[src/design/mmgr_pkg.sv]
package mmgr_pkg;

  localparam int DEF_MAX_INPUTS  = 32;
  localparam int DEF_MAX_OUTPUTS = 16;
  localparam int MAX_BLOCK       = 4096;
  localparam int SAMPLE_BITS     = 24;

  localparam int GAIN_BITS = 18;
  localparam int GAIN_FRAC = 16;
  localparam logic [GAIN_BITS-1:0] GAIN_UNITY = GAIN_BITS'(1 << GAIN_FRAC);

  localparam int CH_W     = 5;
  localparam int TGT_W    = 4;
  localparam int OUT_CH_W = 4;

  localparam int NIN_CFG_W  = 6;
  localparam int NOUT_CFG_W = 5;
  localparam int BLK_W      = 13;
  localparam int CFG_IDX_W  = 3;
  localparam int CFG_DW     = 13;

  localparam int DIV_NW    = GAIN_BITS + BLK_W;
  localparam int DIV_STEPS = GAIN_BITS;
  localparam int DIV_CW    = $clog2(DIV_STEPS + 1);

  localparam int MUL_AW = (SAMPLE_BITS > GAIN_BITS) ? SAMPLE_BITS : GAIN_BITS + 1;
  localparam int MUL_BW = GAIN_BITS + 1;
  localparam int MUL_PW = MUL_AW + MUL_BW;

  localparam int ACC_W = 64;
  localparam logic signed [ACC_W-1:0] ACC_SMAX =
    ACC_W'((64'sd1 <<< (SAMPLE_BITS - 1)) - 64'sd1);
  localparam logic signed [ACC_W-1:0] ACC_SMIN = -ACC_SMAX - ACC_W'(1);

  typedef logic [GAIN_BITS-1:0] gain_t;

  typedef enum logic {
    OP_SAMPLE = 1'b0,
    OP_GAIN   = 1'b1
  } op_t;

  typedef enum logic [CFG_IDX_W-1:0] {
    REG_NUM_INPUTS  = 3'd0,
    REG_NUM_OUTPUTS = 3'd1,
    REG_ONE_TO_ONE  = 3'd2,
    REG_BLOCK_LEN   = 3'd3
  } cfg_reg_t;

  typedef struct packed {
    op_t                     opcode;
    logic [CH_W-1:0]         in_channel;
    logic [TGT_W-1:0]        target_output;
    logic signed [SAMPLE_BITS-1:0] in_sample;
    logic [GAIN_BITS-1:0]    gain_value;
  } in_item_t;

  typedef struct packed {
    logic [OUT_CH_W-1:0]     out_channel;
    logic signed [SAMPLE_BITS-1:0] out_sample;
    logic                    frame_end;
  } out_item_t;

  typedef struct packed {
    logic start_we;
    logic target_we;
    logic pending_we;
  } gs_wen_t;

  typedef struct packed {
    gain_t start;
    gain_t target;
    gain_t pending;
  } gs_rd_t;

endpackage

[src/design/mmgr_div.sv]
module mmgr_div (
  input  logic                           clk,
  input  logic                           rst,
  input  logic                           start,
  input  logic [mmgr_pkg::DIV_NW-1:0]    num,
  input  logic [mmgr_pkg::BLK_W-1:0]     den,
  output logic                           done,
  output logic [mmgr_pkg::GAIN_BITS-1:0] quo
);

  logic [mmgr_pkg::DIV_NW-1:0] rem;
  logic [mmgr_pkg::DIV_NW-1:0] dsh;
  logic [mmgr_pkg::DIV_CW-1:0] cnt;
  logic                        busy;
  logic                        ge;

  assign ge = (rem >= dsh);

  always_ff @(posedge clk) begin
    if (rst) begin
      busy <= 1'b0;
      done <= 1'b0;
      cnt  <= '0;
    end else begin
      done <= 1'b0;
      if (start) begin
        rem  <= num;
        dsh  <= mmgr_pkg::DIV_NW'(den) << (mmgr_pkg::DIV_STEPS - 1);
        quo  <= '0;
        cnt  <= mmgr_pkg::DIV_CW'(mmgr_pkg::DIV_STEPS);
        busy <= 1'b1;
      end else if (busy) begin
        if (ge) begin
          rem <= rem - dsh;
        end
        quo <= {quo[mmgr_pkg::GAIN_BITS-2:0], ge};
        dsh <= dsh >> 1;
        cnt <= cnt - mmgr_pkg::DIV_CW'(1);
        if (cnt == mmgr_pkg::DIV_CW'(1)) begin
          busy <= 1'b0;
          done <= 1'b1;
        end
      end
    end
  end

endmodule

[config.mk]
export PLATFORM = sky130hd
export DESIGN_NAME = mmgr_div
export DESIGN_NICKNAME = d
export VERILOG_FILES = /design/src/design/mmgr_pkg.sv /design/src/design/mmgr_div.sv
export SDC_FILE = /design/constraint.sdc
export NUM_CORES = 1
export LEC_CHECK = 0
export BUFFER_PORTS_ARGS = -buffer_cell sky130_fd_sc_hd__buf_4
export CORE_MARGIN = 5
export CORE_UTILIZATION = 25
export CTS_BUF_LIST = sky130_fd_sc_hd__clkbuf_2 sky130_fd_sc_hd__clkbuf_4 sky130_fd_sc_hd__clkbuf_8
export CTS_CLUSTER_DIAMETER = 120
export DETAILED_ROUTE_END_ITERATION = 6
export PLACE_DENSITY = 0.39
export SETUP_SLACK_MARGIN = 0.02
export SYNTH_ARGS = -nofsm -noshare
export SYNTH_HDL_FRONTEND = slang
export SYNTH_SLANG_ARGS = --single-unit
[constraint.sdc]
create_clock -name clk -period 9.9 [get_ports clk]
set_input_delay 1.98 -clock clk [delete_from_list [all_inputs] [get_ports clk]]
set_output_delay 1.98 -clock clk [all_outputs]
set_load 0.1 [all_outputs]
==> flow_metrics.env <==
export IMPL_ant_nets=0
export IMPL_hold_class="reg -> reg"
export IMPL_firstDrtPassIters=4
export IMPL_ys_seq_area_share_pct=47.6
export IMPL_hold_violations=0
export IMPL_synth_top_area_share_pct=45.0
export IMPL_cts_tree="done"
export IMPL_crit_top_cell="buf_4"
export IMPL_worstMarginPinSlew_ns=1.12
export IMPL_insertion_delay_ns=0.38
export IMPL_combPwrFrac_pct=30.5
export IMPL_crit_arrival_ns=3.92
export IMPL_drive_gt1_share_pct=18.8
export IMPL_dp_hpwl_mm=9.48
export IMPL_area_growth_pct=17.6
export IMPL_antenna_found_initial=0
export IMPL_final_setup_tns_ns=0
export IMPL_diodes=0
export IMPL_final_nets=666
export IMPL_place_port_buffers=65
export IMPL_num_vias=3913
export IMPL_fin_util_pct=29.7
export IMPL_grt_overflow_total=0
export IMPL_preCtsSetupSlack_ns=5.52
export IMPL_p_total_mw=1.01
export IMPL_hold_buffers=0
export IMPL_critPathKind="in -> reg"
export IMPL_seqPwrFrac_pct=44.1
export IMPL_status="completed"
export IMPL_cp_slowest_stage_delay_ns=0.60
export IMPL_path_max_fanout=57
export IMPL_endpoint_kind="register"
export IMPL_dr_first_iter_drc_count=171
export IMPL_p_sw_mw=0.341
export IMPL_ir_drop_mv=0.0475
export IMPL_synthFlopType="edfxtp_1"
export IMPL_leakagePower_nw=2.42
export IMPL_grt_usage_pct=11.1
export IMPL_rsz0062_at_grt="no"
export IMPL_synth_area_um2=5280
export IMPL_maxCapViolCount=0
export IMPL_drv_slew=0
export IMPL_via_per_inst=4.52
export IMPL_clockBufferDepth=2
export IMPL_fin_ws_ns=6.03
export IMPL_wl_per_cell_um=15.2
export IMPL_synthTopCellsByArea="edfxtp_1 (45%), ha_1 (7.6%), o21ai_0 (4.7%)"
export IMPL_synthTopCellsByCount="edfxtp_1 (79), nand2_1 (63), o21ai_0 (50), inv_1 (40), a21oi_1 (35)"
export IMPL_synth_seq_cells=86
export IMPL_cts_resized_gates=0
export IMPL_worstPathCellList="buf_4 > clkinv_1 > a31oi_4 > buf_4"
export IMPL_min_period_ns=3.87
export IMPL_die_area_um2=24100
export IMPL_syn_area_per_cell_um2=9.92
export IMPL_p_clk_share_pct=25.4
export IMPL_synth_edf_count=79
export IMPL_synth_warnings=0
export IMPL_synthCells=532
export IMPL_fmax_mhz=259
export IMPL_switching_share_pct=33.7
export IMPL_start_util_pct=25.3
export IMPL_numCtsBuffers=9
export IMPL_drc_errors=0
export IMPL_whs_ns=0.570
export IMPL_drt_wl_total_mm=13.2
export IMPL_core_region_area_um2=20900
export IMPL_relSlewSlack_pct=25.2
export IMPL_p_int_mw=0.669
export IMPL_power_density_nw_per_um2=163
export IMPL_grt_first_pass_wirelength_mm=21.3
export IMPL_synth_top_area_cell="edfxtp_1"
export IMPL_postCtsSetupRepairBufs=0
export IMPL_rows=53
export IMPL_die_y_um=155
export IMPL_fill_cells=2211
export IMPL_finalCritPeriodShare_pct=39.1
export IMPL_pin_count=66
export IMPL_finClkSkew_ns=0.0152
export IMPL_cts_sinks=86
export IMPL_synthArstFlopShare_pct=0
export IMPL_synth_most_common_cell="edfxtp_1"
export IMPL_synth_nets=612
export IMPL_ctsHtreeMaxLevel=3
export IMPL_gp_congestion=0.784
export IMPL_startpoint_type="input port"
export IMPL_critPathRequiredTime_ns=9.96
export IMPL_clock_tree_root_cell="clkbuf_8"
export IMPL_grt_pass1_vias=4046
export IMPL_synth_cell_types=63
export IMPL_cpMaxStageDelayCell="a31oi_4"
export IMPL_setup_violations=0
export IMPL_clk_pin_slew_ns=0.09
export IMPL_grt_max_degree=69
export IMPL_die_x_um=155
-- kinds of logic after synthesis --
group / synth area share (%)
fa+ha+maj: 7.97
compound gates: 17.6
mux: 0.711
simple gates: 15.7
xor+xnor: 5.15
flops: 47.6
buf+inv: 5.19
-- final timing paths --
kind                  end  slack (ns)  depth (start not counted)  startpoint
setup / recovery  rem[23]        6.03                          4       start
hold / removal    quo[12]        0.57                          1     quo[11]
setup reg to reg  rem[23]        6.44                          9     rem[19]
hold reg to reg   quo[12]        0.57                          1     quo[11]
-- stage by stage --
step / area, um^2 / std cells
5_1_grt: 6200 / 865
2_1_floorplan: 5280 / 532
4_1_cts: 6200 / 865
6_report: 6200 / 865
3_3_place_gp: 6020 / 850
3_5_place_dp: 6020 / 850
-- registers in the layout, indices dropped and copies added, names as in the netlist --
register and flops:
rem 31, quo 18, dsh 30, busy 1, cnt 5, done 1
-- per-layer routing --
layer  track usage, %  part of all wire (%)
met1             14.7                    49
met2             18.2                    47
met3             2.84                   2.6
met4             2.63                  0.96
met5                0                     0
-- layout make-up --
cell class                 count  area, um^2  share of cell area [%]
inverter                      41         154                    2.48
tap                          275         344                    5.55
clock buffer                  11         139                    2.24
sequential                    86        2510                    40.5
multi-input combinational    381        2500                    40.4
clock inverter                 4        47.5                   0.766
timing repair buffer          67         503                    8.11
-- cells in the final DEF, fill, tap and decap left out, drive strengths merged, types with 4 or more instances in the layout --
master,Yosys,final
nand3,11,11
dfxtp,7,7
nor3,7,7
nand2,64,64
edfxtp,79,79
ha,32,32
a21boi,4,4
inv,40,41
and3,8,8
clkbuf,13,11
a31oi,7,7
xnor2,16,16
o211ai,6,6
buf,11,67
nand2b,5,5
o21ai,65,65
nand4,6,6
a21oi,41,41
xor2,15,15
nor2b,20,20
nor2,34,34
-- critical path: cells and delay by family --
family / cells / cell delay, ns
buffers and inverters: 3 / 1.32
AOI/OAI and AO/OA: 1 / 0.60
-- power by group through the flow --
stage | clock (mW) | sequential, mW | combinational [mW]
CTS | 0.268 | 0.446 | 0.311
finish | 0.256 | 0.445 | 0.307
detailed placement | 0 | 0.454 | 0.310
global placement | 0 | 0.453 | 0.309
floorplan | 0 | 0.483 | 0.203
global route | 0.279 | 0.448 | 0.341
Note: power is estimated with default switching activity, not from simulation.
